**config.mk**
```make
export PLATFORM = sky130hd
export DESIGN_NAME = mppd_law
export DESIGN_NICKNAME = d
export VERILOG_FILES = /design/src/hdl/mppd_pkg.sv /design/src/hdl/mppd_law.sv
export SDC_FILE = /design/constraint.sdc
export NUM_CORES = 1
export LEC_CHECK = 0
export BUFFER_PORTS_ARGS = -buffer_cell sky130_fd_sc_hd__buf_4
export CORE_MARGIN = 5
export CORE_UTILIZATION = 55
export DETAILED_ROUTE_END_ITERATION = 7
export PLACE_DENSITY = 0.82
export SYNTH_ARGS = -nofsm -noshare
export SYNTH_HDL_FRONTEND = slang
export SYNTH_SLANG_ARGS = --single-unit
```
**constraint.sdc**
```tcl
create_clock -name vclk -period 22.9
set_clock_uncertainty 0.15 [all_clocks]
set_input_delay 1.145 -clock vclk [all_inputs]
set_output_delay 1.145 -clock vclk [all_outputs]
set_load 0.02 [all_outputs]
```
**src/hdl/mppd_pkg.sv**
```systemverilog
package mppd_pkg;

  // Encoder and current scaling
  localparam int unsigned TicksPerTurn       = 8192;
  localparam int unsigned CurrentMax         = 16384;
  localparam int unsigned FirstFeedbackTicks = 500;
  localparam int unsigned FrameMinLength     = 7;
  localparam int unsigned ToleranceDefault   = (TicksPerTurn + 50) / 100;

  // Q16.16 arithmetic
  localparam int unsigned FracBits  = 16;
  localparam int unsigned PSatShift = 48;
  localparam int unsigned CmdW      = 51;

  typedef enum logic [1:0] {
    ACT_FRAME = 2'd0,
    ACT_TICK  = 2'd1,
    ACT_START = 2'd2
  } action_e;

  typedef enum logic [2:0] {
    ST_IDLE        = 3'd0,
    ST_MOVING      = 3'd1,
    ST_REACHED     = 3'd2,
    ST_TIMEOUT     = 3'd3,
    ST_LOST        = 3'd4,
    ST_NO_FEEDBACK = 3'd5
  } status_e;

  typedef enum logic [2:0] {
    REG_GAIN_POSITION = 3'd0,
    REG_GAIN_VELOCITY = 3'd1,
    REG_BIAS_CURRENT  = 3'd2,
    REG_CURRENT_LIMIT = 3'd3,
    REG_TOLERANCE     = 3'd4,
    REG_SETTLE        = 3'd5,
    REG_TIMEOUT       = 3'd6,
    REG_STALE         = 3'd7
  } cfg_index_e;

  typedef struct packed {
    logic signed [31:0] gain_position;
    logic signed [31:0] gain_velocity;
    logic signed [15:0] bias_current;
    logic [14:0]        current_limit;
    logic [13:0]        tolerance_ticks;
    logic [15:0]        settle_ticks;
    logic [23:0]        timeout_ticks;
    logic [15:0]        stale_ticks;
  } cfg_t;

  typedef struct packed {
    logic [1:0]         action;
    logic [3:0]         frame_length;
    logic [12:0]        encoder;
    logic signed [15:0] rpm;
    logic signed [31:0] target_ticks;
  } item_t;

  // Handoff from the state update to the current computation
  typedef struct packed {
    logic               cmd_en;
    logic               run_law;
    logic               far;
    logic               err_pos;
    status_e            status;
    logic [31:0]        position;
    logic signed [64:0] p_prod;
    logic signed [47:0] d_prod;
  } stage_t;

endpackage

```
**src/hdl/mppd_law.sv**
```systemverilog
module mppd_law import mppd_pkg::*; (
  input  stage_t             stage_i,
  input  cfg_t               cfg_i,
  output logic signed [15:0] current_o
);

  localparam logic signed [64:0] PSat = 65'sd1 <<< PSatShift;

  logic signed [CmdW-1:0] p_sat, cmd_pd, cmd_b, cmd_c, bias_q, lim_q, amag;
  logic [16:0]            bias_abs;
  logic [14:0]            lim;
  logic [31:0]            rsum;
  logic [15:0]            rmag;
  logic                   neg;

  always_comb begin
    // Clamp the proportional term; never moves the clipped result
    if (stage_i.p_prod > PSat) begin
      p_sat = CmdW'(PSat);
    end else if (stage_i.p_prod < -PSat) begin
      p_sat = CmdW'(-PSat);
    end else begin
      p_sat = CmdW'(stage_i.p_prod);
    end
    cmd_pd = p_sat - CmdW'(stage_i.d_prod);

    bias_abs = cfg_i.bias_current[15] ? 17'(-{cfg_i.bias_current[15], cfg_i.bias_current})
                                      : {1'b0, cfg_i.bias_current};
    if (bias_abs > 17'(CurrentMax)) begin
      bias_abs = 17'(CurrentMax);
    end
    bias_q = CmdW'({bias_abs, {FracBits{1'b0}}});

    // Push away from zero by the bias while far from target
    cmd_b = cmd_pd;
    if (cfg_i.bias_current != '0 && stage_i.far) begin
      if (cmd_pd[CmdW-1]) begin
        cmd_b = cmd_pd - bias_q;
      end else if (cmd_pd != '0) begin
        cmd_b = cmd_pd + bias_q;
      end else begin
        cmd_b = stage_i.err_pos ? bias_q : -bias_q;
      end
    end

    lim = cfg_i.current_limit;
    if (lim == '0) begin
      lim = 15'd1;
    end else if (lim > 15'(CurrentMax)) begin
      lim = 15'(CurrentMax);
    end
    lim_q = CmdW'({lim, {FracBits{1'b0}}});

    cmd_c = cmd_b;
    if (cmd_b > lim_q) begin
      cmd_c = lim_q;
    end else if (cmd_b < -lim_q) begin
      cmd_c = -lim_q;
    end

    // Round half away from zero
    neg  = cmd_c[CmdW-1];
    amag = neg ? -cmd_c : cmd_c;
    rsum = 32'(amag[30:0]) + (32'd1 << (FracBits - 1));
    rmag = rsum[FracBits+15:FracBits];

    if (!stage_i.run_law) begin
      current_o = '0;
    end else begin
      current_o = neg ? -$signed(rmag) : $signed(rmag);
    end
  end

endmodule
```
==> flow_summary.json <==
{
  "syn_to_final_growth_pct": 9.633,
  "yosysTopAreaCell": "ha_1",
  "timing.final.ws_setup_ps": 6489,
  "yosysWarnings": 0,
  "grt_pass1_wl_um": 76730,
  "io_buffers": 163,
  "min_to": "current_o[11]",
  "hold_viol": 0,
  "seq_area_frac_synth_pct": 0,
  "synth_cell_type_count": 111,
  "finalCritPeriodShare_pct": 71.66,
  "hold_ws_ps": 2557,
  "placed_area_sq_um": 14540,
  "grt_max_degree": 50,
  "hpwl_um": 40910,
  "power.switching_mw": 0.2393,
  "fmax_mhz": 60.93,
  "dr.pass1.iters": 6,
  "yosysMostFrequentCell": "nand2_1",
  "vias_per_cell": 6.575,
  "power.density_nw_per_um2": 27.10,
  "crit_fanout": 49,
  "slew_violations": 0,
  "rsz0062_at_grt": "false",
  "track_usage_pct": 34.24,
  "synth_common_cells": "nand2_1 (203), nor2_1 (190), a21oi_1 (152)",
  "multiInputGateArea_sq_um": 12320,
  "die_area_sq_um": 27320,
  "finalCriticalPeriod_ps": 16410,
  "run_status": "completed",
  "comb_power_share_pct": 100.0,
  "endpoint_kind": "primary output",
  "path_buf_inv": 4,
  "ir_worst_vdd_mv": 0.02903,
  "p_seq_share_pct": 0,
  "path_common_cell": "o21ai_0",
  "internal_power_mw": 0.1547,
  "critPathTopFamily": "simple AND/OR/NAND/NOR gates",
  "syn_area_sq_um": 13260,
  "slowest_stage": "nor2_1",
  "finalSetupViolCount": 0,
  "worst_pin_slew_ps": 1208,
  "clock_buffer_count": 0,
  "maxCapViolCount": 0,
  "cp.arrival_ps": 15120,
  "holdPathStages": 3,
  "syn_area_per_cell_sq_um": 6.453,
  "min_from": "stage_i[150]",
  "die_h_um": 165.3,
  "netlist_instances": 2055,
  "gp_congestion": 1.036,
  "relSlewSlack_pct": 19.15,
  "num_antenna_cells": 0,
  "finalNetCount": 2599,
  "fin_util_pct": 61.57,
  "slowest_delay_ps": 1000,
  "pre_cts_slack_ps": 6851,
  "cts_resized": 0,
  "core-area_sq_um": 23610,
  "drt_iter0_drc": 1839,
  "ff_latch_area_sq_um": 0,
  "synth_area_leaders": "ha_1 (13%), nand2_1 (5.7%), a21oi_1 (5.7%)",
  "rows": 56,
  "antenna_found_initial": 1,
  "sequential_cell_total": 0,
  "grt_pass1_vias": 14510,
  "post-route-cell-area_sq_um": 14540,
  "cts_setup_buffers": 0,
  "num_vias": 16150,
  "die_w_um": 165.3,
  "start_util_pct": 56.16,
  "critPathRequiredTime_ps": 21610,
  "cp-start-kind": "primary input",
  "crit_type": "in -> out",
  "drive_gt1_share_pct": 13.52,
  "setup_tns_ps": 0,
  "worstHoldPathType": "in -> out",
  "drc": 0,
  "overflow": 0,
  "ios": 333,
  "synth_top_area_share_pct": 13.21,
  "holdBufCountCts": 0,
  "routed_wl_um": 49170,
  "fillers": 2283,
  "swShare_pct": 60.73,
  "p_leak_nw": 6.227,
  "ant_nets": 0,
  "drt-wirelength-per-cell_um": 20.02,
  "clkPwrFrac_pct": 0
}
[power groups by stage]
stage | Sequential, mW | Combinational, mW | Clock, mW
finish | 0 | 0.394 | 0
global route | 0 | 0.431 | 0
CTS | 0 | 0.385 | 0
detailed placement | 0 | 0.383 | 0
global placement | 0 | 0.376 | 0
floorplan | 0 | 0.280 | 0
[how the worst max path moves through the flow]
stage                     start             to  cells after the start
floorplan           stage_i[84]  current_o[15]                     50
global placement    stage_i[55]  current_o[15]                     48
detailed placement  stage_i[55]  current_o[15]                     48
CTS                 stage_i[55]  current_o[15]                     48
global route        stage_i[55]  current_o[15]                     50
finish              stage_i[55]  current_o[15]                     47
[cells by family (layout without fill, tap and decap cells)]
| group | count (synthesis) | count (layout) | synth area share, % |
|---|---|---|---|
| xor+xnor | 119 | 119 | 7.972 |
| other cells | 2 | 14 | 0.05663 |
| simple gates | 913 | 913 | 36.82 |
| fa+ha+maj | 143 | 143 | 13.66 |
| compound gates | 610 | 610 | 31.41 |
| mux | 32 | 32 | 2.529 |
| buf+inv | 236 | 306 | 7.548 |
[layout make-up]
class / instances / area share, %
timing repair buffer: 178 / 9.191
inverter: 128 / 3.305
multi-input combinational: 1831 / 84.76
tap: 319 / 2.745
[metrics by stage]
step	cells	total power, mW
after floorplan	2067	0.2804
after global placement	2456	0.3756
after detailed placement	2456	0.3826
after CTS	2456	0.3850
after global routing	2456	0.4311
final	2456	0.3941
[metal layers]
metal	vias up	GRT usage (%)	part of all wire, %	routed length, um
met3	69	3.202	9.5	4653
met4	0	4.953	1.6	767
met2	815	53.04	42	20860
met1	7516	52.09	47	22880
met5	-	0	0	0
li1	7748	-	-	-
[tightest hold or removal path: cells and delay by family]
| kind | cells | cell delay (ps) |
|---|---|---|
| buffers and inverters | 2 | 280 |
| and+or+nand+nor | 1 | 130 |
[cell usage in the layout (no fill, tap or decap), types with 9 or more instances in the layout]
cell        n
inv_1     127
ha_1      140
nor4_1     38
buf_4     178
nand2b_1   23
mux2i_1    20
or3_1      30
o21ai_0   109
o31a_1     10
o31ai_1    22
o21a_1     28
nor3_1     75
a31oi_1    23
mux2_2     12
a21oi_1   152
xnor2_1    78
nand2_1   203
or4_1      13
nand3_1    65
a211oi_1   15
o211ai_1   23
nand4_1    62
or2_2      13
nor2_1    190
and4_1     11
o21bai_1   12
xor2_1     39
nor2b_1    28
nand3b_1    9
and2_1     78
conb_1     14
a21o_1     33
o22ai_1    14
and3_1     19
o21ai_1    27
No activity file was read; power rests on OpenSTA's default activity.
