`src/hdl/mppd_pkg.sv`:
```
package mppd_pkg;

  // Encoder and current scaling
  localparam int unsigned TicksPerTurn       = 8192;
  localparam int unsigned CurrentMax         = 16384;
  localparam int unsigned FirstFeedbackTicks = 500;
  localparam int unsigned FrameMinLength     = 7;
  localparam int unsigned ToleranceDefault   = (TicksPerTurn + 50) / 100;

  // Q16.16 arithmetic
  localparam int unsigned FracBits  = 16;
  localparam int unsigned PSatShift = 48;
  localparam int unsigned CmdW      = 51;

  typedef enum logic [1:0] {
    ACT_FRAME = 2'd0,
    ACT_TICK  = 2'd1,
    ACT_START = 2'd2
  } action_e;

  typedef enum logic [2:0] {
    ST_IDLE        = 3'd0,
    ST_MOVING      = 3'd1,
    ST_REACHED     = 3'd2,
    ST_TIMEOUT     = 3'd3,
    ST_LOST        = 3'd4,
    ST_NO_FEEDBACK = 3'd5
  } status_e;

  typedef enum logic [2:0] {
    REG_GAIN_POSITION = 3'd0,
    REG_GAIN_VELOCITY = 3'd1,
    REG_BIAS_CURRENT  = 3'd2,
    REG_CURRENT_LIMIT = 3'd3,
    REG_TOLERANCE     = 3'd4,
    REG_SETTLE        = 3'd5,
    REG_TIMEOUT       = 3'd6,
    REG_STALE         = 3'd7
  } cfg_index_e;

  typedef struct packed {
    logic signed [31:0] gain_position;
    logic signed [31:0] gain_velocity;
    logic signed [15:0] bias_current;
    logic [14:0]        current_limit;
    logic [13:0]        tolerance_ticks;
    logic [15:0]        settle_ticks;
    logic [23:0]        timeout_ticks;
    logic [15:0]        stale_ticks;
  } cfg_t;

  typedef struct packed {
    logic [1:0]         action;
    logic [3:0]         frame_length;
    logic [12:0]        encoder;
    logic signed [15:0] rpm;
    logic signed [31:0] target_ticks;
  } item_t;

  // Handoff from the state update to the current computation
  typedef struct packed {
    logic               cmd_en;
    logic               run_law;
    logic               far;
    logic               err_pos;
    status_e            status;
    logic [31:0]        position;
    logic signed [64:0] p_prod;
    logic signed [47:0] d_prod;
  } stage_t;

endpackage

```
`src/hdl/mppd_cfg.sv`:
```
module mppd_cfg import mppd_pkg::*; (
  input  logic        clk_i,
  input  logic        rst_ni,
  input  logic        cfg_we_i,
  input  logic [2:0]  cfg_index_i,
  input  logic [31:0] cfg_data_i,
  output cfg_t        cfg_o
);

  cfg_t cfg_q, cfg_d;

  always_comb begin
    cfg_d = cfg_q;
    if (cfg_we_i) begin
      case (cfg_index_e'(cfg_index_i))
        REG_GAIN_POSITION: cfg_d.gain_position   = $signed(cfg_data_i);
        REG_GAIN_VELOCITY: cfg_d.gain_velocity   = $signed(cfg_data_i);
        REG_BIAS_CURRENT:  cfg_d.bias_current    = $signed(cfg_data_i[15:0]);
        REG_CURRENT_LIMIT: cfg_d.current_limit   = cfg_data_i[14:0];
        REG_TOLERANCE:     cfg_d.tolerance_ticks = cfg_data_i[13:0];
        REG_SETTLE:        cfg_d.settle_ticks    = cfg_data_i[15:0];
        REG_TIMEOUT:       cfg_d.timeout_ticks   = cfg_data_i[23:0];
        REG_STALE:         cfg_d.stale_ticks     = cfg_data_i[15:0];
        default:           cfg_d = cfg_q;
      endcase
    end
  end

  always_ff @(posedge clk_i or negedge rst_ni) begin
    if (!rst_ni) begin
      cfg_q.gain_position   <= '0;
      cfg_q.gain_velocity   <= '0;
      cfg_q.bias_current    <= '0;
      cfg_q.current_limit   <= 15'd16384;
      cfg_q.tolerance_ticks <= 14'd82;
      cfg_q.settle_ticks    <= '0;
      cfg_q.timeout_ticks   <= 24'd2000;
      cfg_q.stale_ticks     <= 16'd150;
    end else begin
      cfg_q <= cfg_d;
    end
  end

  assign cfg_o = cfg_q;

endmodule

```
`config.mk`:
```
export PLATFORM = sky130hd
export DESIGN_NAME = mppd_cfg
export DESIGN_NICKNAME = d
export VERILOG_FILES = /design/src/hdl/mppd_pkg.sv /design/src/hdl/mppd_cfg.sv
export SDC_FILE = /design/constraint.sdc
export NUM_CORES = 1
export LEC_CHECK = 0
export BUFFER_PORTS_ARGS = -buffer_cell sky130_fd_sc_hd__buf_2
export CAP_MARGIN = 20
export CORE_ASPECT_RATIO = 1.2
export CORE_MARGIN = 10
export CORE_UTILIZATION = 40
export CTS_CLUSTER_SIZE = 12
export DETAILED_ROUTE_END_ITERATION = 8
export PLACE_DENSITY = 0.67
export SYNTH_ARGS = -nofsm -noshare
export SYNTH_HDL_FRONTEND = slang
export SYNTH_SLANG_ARGS = --single-unit
```
`constraint.sdc`:
```
create_clock -name clk_i -period 1.78 [get_ports clk_i]
set_input_delay 0.178 -clock clk_i [delete_from_list [all_inputs] [get_ports clk_i]]
set_output_delay 0.178 -clock clk_i [all_outputs]
set_load 0.03 [all_outputs]
```
==> impl_summary.log <==
INFO  metric setup.reg_to_reg.worst_slack = roughly 0.98 ns
INFO  metric antenna_left = 0
INFO  metric dieArea = 21100 µm²
INFO  metric synth_warnings = 0
INFO  metric cts.htree.levels = 4
INFO  metric timing.critical_path.cells = buf_2
INFO  metric clk_latency = 0.43 ns
INFO  metric largest_register_ff_count = 165
INFO  metric drt-pass1-iter-count = 4
INFO  metric first_global_vias = 4420
INFO  metric finalHoldViolations = 0
INFO  metric tightestPinTransition = approximately 0.5 ns
INFO  metric fmax = between 700 and 800 MHz
INFO  metric synth.ff_latch_count = approximately 170
INFO  metric routedWlPerCell = between 20 and 25 µm
INFO  metric vias_per_cell = 4.84
INFO  metric synth_nets = 396
INFO  metric register_to_register_path_depth = 1
INFO  metric antenna_found_initial = 0
INFO  metric sequentialPowerShare = 40.2%
INFO  metric postCtsResizedCells = 0
INFO  metric power.clock.fraction = 29.6%
INFO  metric regToRegEndpoint = cfg_o[115]
INFO  metric rows = 50
INFO  metric setup_viol = 0
INFO  metric timing.setup.critical_path_class = flop to output pin
INFO  metric critical_path.top_delay_family = flip-flops
INFO  metric maxCapViolCount = 0
INFO  metric cts_num_sinks = 165
INFO  metric p_comb_share = between 30% and 40%
INFO  metric global_route_wire_length_before_repair = 25.6 mm
INFO  metric cts_clock_pin_slew_for_the_worst_setup_and_hold_paths = 0.06 ns
INFO  metric slew_viol_final = 0
INFO  metric cts_buffers = 17
INFO  metric die-width = 134 µm
INFO  metric leakagePower = 4.01 nW
INFO  metric switching_share = 35.0%
INFO  metric dieHeight = 157 µm
INFO  metric worst_r2r_startpoint = cfg_o[115]
INFO  metric drtIter0Drc = 121
INFO  metric cp_num_cells = 1
INFO  metric boundaryPins = a little over 200
INFO  metric drt_drc = 0
INFO  metric final_min_period_over_clock_period = about three quarters
INFO  metric clock_tree_from_tritoncts = done
INFO  metric syn_area_per_cell = roughly 18 µm²
INFO  metric timing.critical_path.from = cfg_o[23]
INFO  metric via_count = 3908
INFO  metric post_synth_num_cell_types = 11
INFO  metric final_util = a little over half
INFO  metric synth.yosys.seq_area_share = about two thirds
INFO  metric worstPathArrival = 1.16 ns
INFO  metric design.final.nets = 625
INFO  metric drt-total-wl = approximately 16 mm
INFO  metric power_density = 1500 nW/µm²
INFO  metric slowest_stage = sky130_fd_sc_hd__dfstp_2
INFO  metric synth.cell_area = around 6300 µm²
INFO  metric overall_fraction_of_global_route_tracks_in_use = 15.8%
INFO  metric start_util = approximately two fifths
INFO  metric core_area = 15500 µm²
INFO  metric hold_class = input port to flop
INFO  metric gp_routability_congestion = 0.744
INFO  metric cts.hold.buffers_added = 12
INFO  metric timing.critical_path.buf_inv = 1
INFO  metric cts-root-buf = sky130_fd_sc_hd__clkbuf_16
INFO  metric min_period = 1.33 ns
INFO  metric cp_slowest_stage_delay = 0.54 ns
INFO  metric critical_path.endpoint = cfg_o[23]
INFO  metric slew-limit-headroom = roughly 66%
INFO  metric n_antenna_cell = 0
INFO  metric globalRouteOverflowTotal = 0
INFO  metric crit_path_end_kind = output pin
INFO  metric clk_path_buf_depth = 2
INFO  metric cp_data_required_time = 1.60 ns
INFO  metric grt_setup_unrepaired = false
INFO  metric drive_gt1_share = 70.7%
INFO  metric post_cts_setup_buffers = 0
INFO  metric port_buffer_count = 202
INFO  metric critical_path.startpoint_type = flop
INFO  metric worst_ir_drop_vdd = just over 0.7 mV
INFO  metric detailedPlacementHpwl = 12.0 mm
INFO  metric tns = 0 ns
INFO  metric syn2layout_area_growth = 33.6%
INFO  metric status = finished, final reports clean
INFO  metric internal_power = 8.17 mW
INFO  metric fin_skew = 0 ns
INFO  metric net-switching-power = 4.41 mW
INFO  metric critical_path.max_fanout = 2
INFO  metric grt_max_degree = 51
INFO  metric synthCells = about 360
[synth_stat cells, drive strengths merged]
cell	instances	share of area, %
nor4b	1	0.38
dfrtp	151	60
nand4b	3	0.72
dfstp	14	5.9
nor4bb	3	0.48
mux2	165	30
buf	20	2.6
nand4	1	0.20
[cell families after synthesis]
family / Yosys count / synth area share (%)
buffers and inverters: 20 / 2.63
flip-flops: 165 / 66.0
multiplexers: 165 / 29.6
AND/OR/NAND/NOR: 8 / 1.77
[through the flow]
| stage | setup slack [ns] | hold WS [ns] | std cells | instance area (µm²) | total power, mW |
|---|---|---|---|---|---|
| finish | 0.446 | 0.0204 | 808 | 8390 | 12.6 |
| global route | 0.410 | 0.0104 | 808 | 8390 | 13.2 |
| CTS | 0.419 | 0.000986 | 808 | 8390 | 12.7 |
| detailed placement | 0.208 | 0.171 | 764 | 7660 | 8.96 |
| global placement | 0.251 | 0.161 | 764 | 7660 | 8.87 |
| floorplan | 0.410 | -0.118 | 358 | 6280 | 7.55 |
[placed cells by master (no fill, tap or decap)]
master,n
sky130_fd_sc_hd__mux2_2,154
sky130_fd_sc_hd__inv_6,1
sky130_fd_sc_hd__clkinv_2,2
sky130_fd_sc_hd__buf_12,8
sky130_fd_sc_hd__buf_2,201
sky130_fd_sc_hd__nor4bb_4,3
sky130_fd_sc_hd__buf_6,1
sky130_fd_sc_hd__nand4_2,1
sky130_fd_sc_hd__nor4b_4,1
sky130_fd_sc_hd__dfstp_2,14
sky130_fd_sc_hd__bufinv_16,3
sky130_fd_sc_hd__buf_4,8
sky130_fd_sc_hd__clkinvlp_4,2
sky130_fd_sc_hd__dlygate4sd3_1,12
sky130_fd_sc_hd__clkbuf_8,2
sky130_fd_sc_hd__clkbuf_16,17
sky130_fd_sc_hd__nand4b_2,3
sky130_fd_sc_hd__mux2_1,11
sky130_fd_sc_hd__clkinv_4,3
sky130_fd_sc_hd__dfrtp_1,151
sky130_fd_sc_hd__clkbuf_1,2
[power groups by stage]
stage | sequential (mW) | combinational [mW] | clock, mW
after detailed placement | 5.12 | 3.84 | 0
after global placement | 5.09 | 3.78 | 0
after floorplan | 6.77 | 0.786 | 0
final | 5.06 | 3.79 | 3.73
after global routing | 5.17 | 4.02 | 3.98
after CTS | 5.07 | 3.86 | 3.82
[worst min-delay path by stage]
stage | startpoint | to | slack (ns) | depth (start not counted)
final | cfg_data_i[18] | cfg_o[119] | 0.02 | 2
after CTS | cfg_data_i[18] | cfg_o[119] | 0.001 | 2
after detailed placement | rst_ni | cfg_o[10] | 0.17 | 1
after global routing | cfg_data_i[18] | cfg_o[119] | 0.01 | 2
after global placement | rst_ni | cfg_o[66] | 0.16 | 1
after floorplan | rst_ni | cfg_o[0] | -0.12 | 0
[metal layers]
layer / global-route usage (%) / vias to the layer above / routed length [µm]
li1: - / 1748 / -
met1: 18.2 / 1996 / 6680
met2: 25.5 / 151 / 7910
met3: 7.94 / 13 / 1680
met4: 4.05 / 0 / 153
met5: 0 / - / 0
[cell type report]
class	instances	area, µm²
clock buffers	21	460
clock inverters	11	150
fillers	1334	7130
multi-input cells	173	2010
flip-flops and latches	165	4150
well taps	208	260
repair buffers	230	1360
Power figures use the tool's default switching activity.
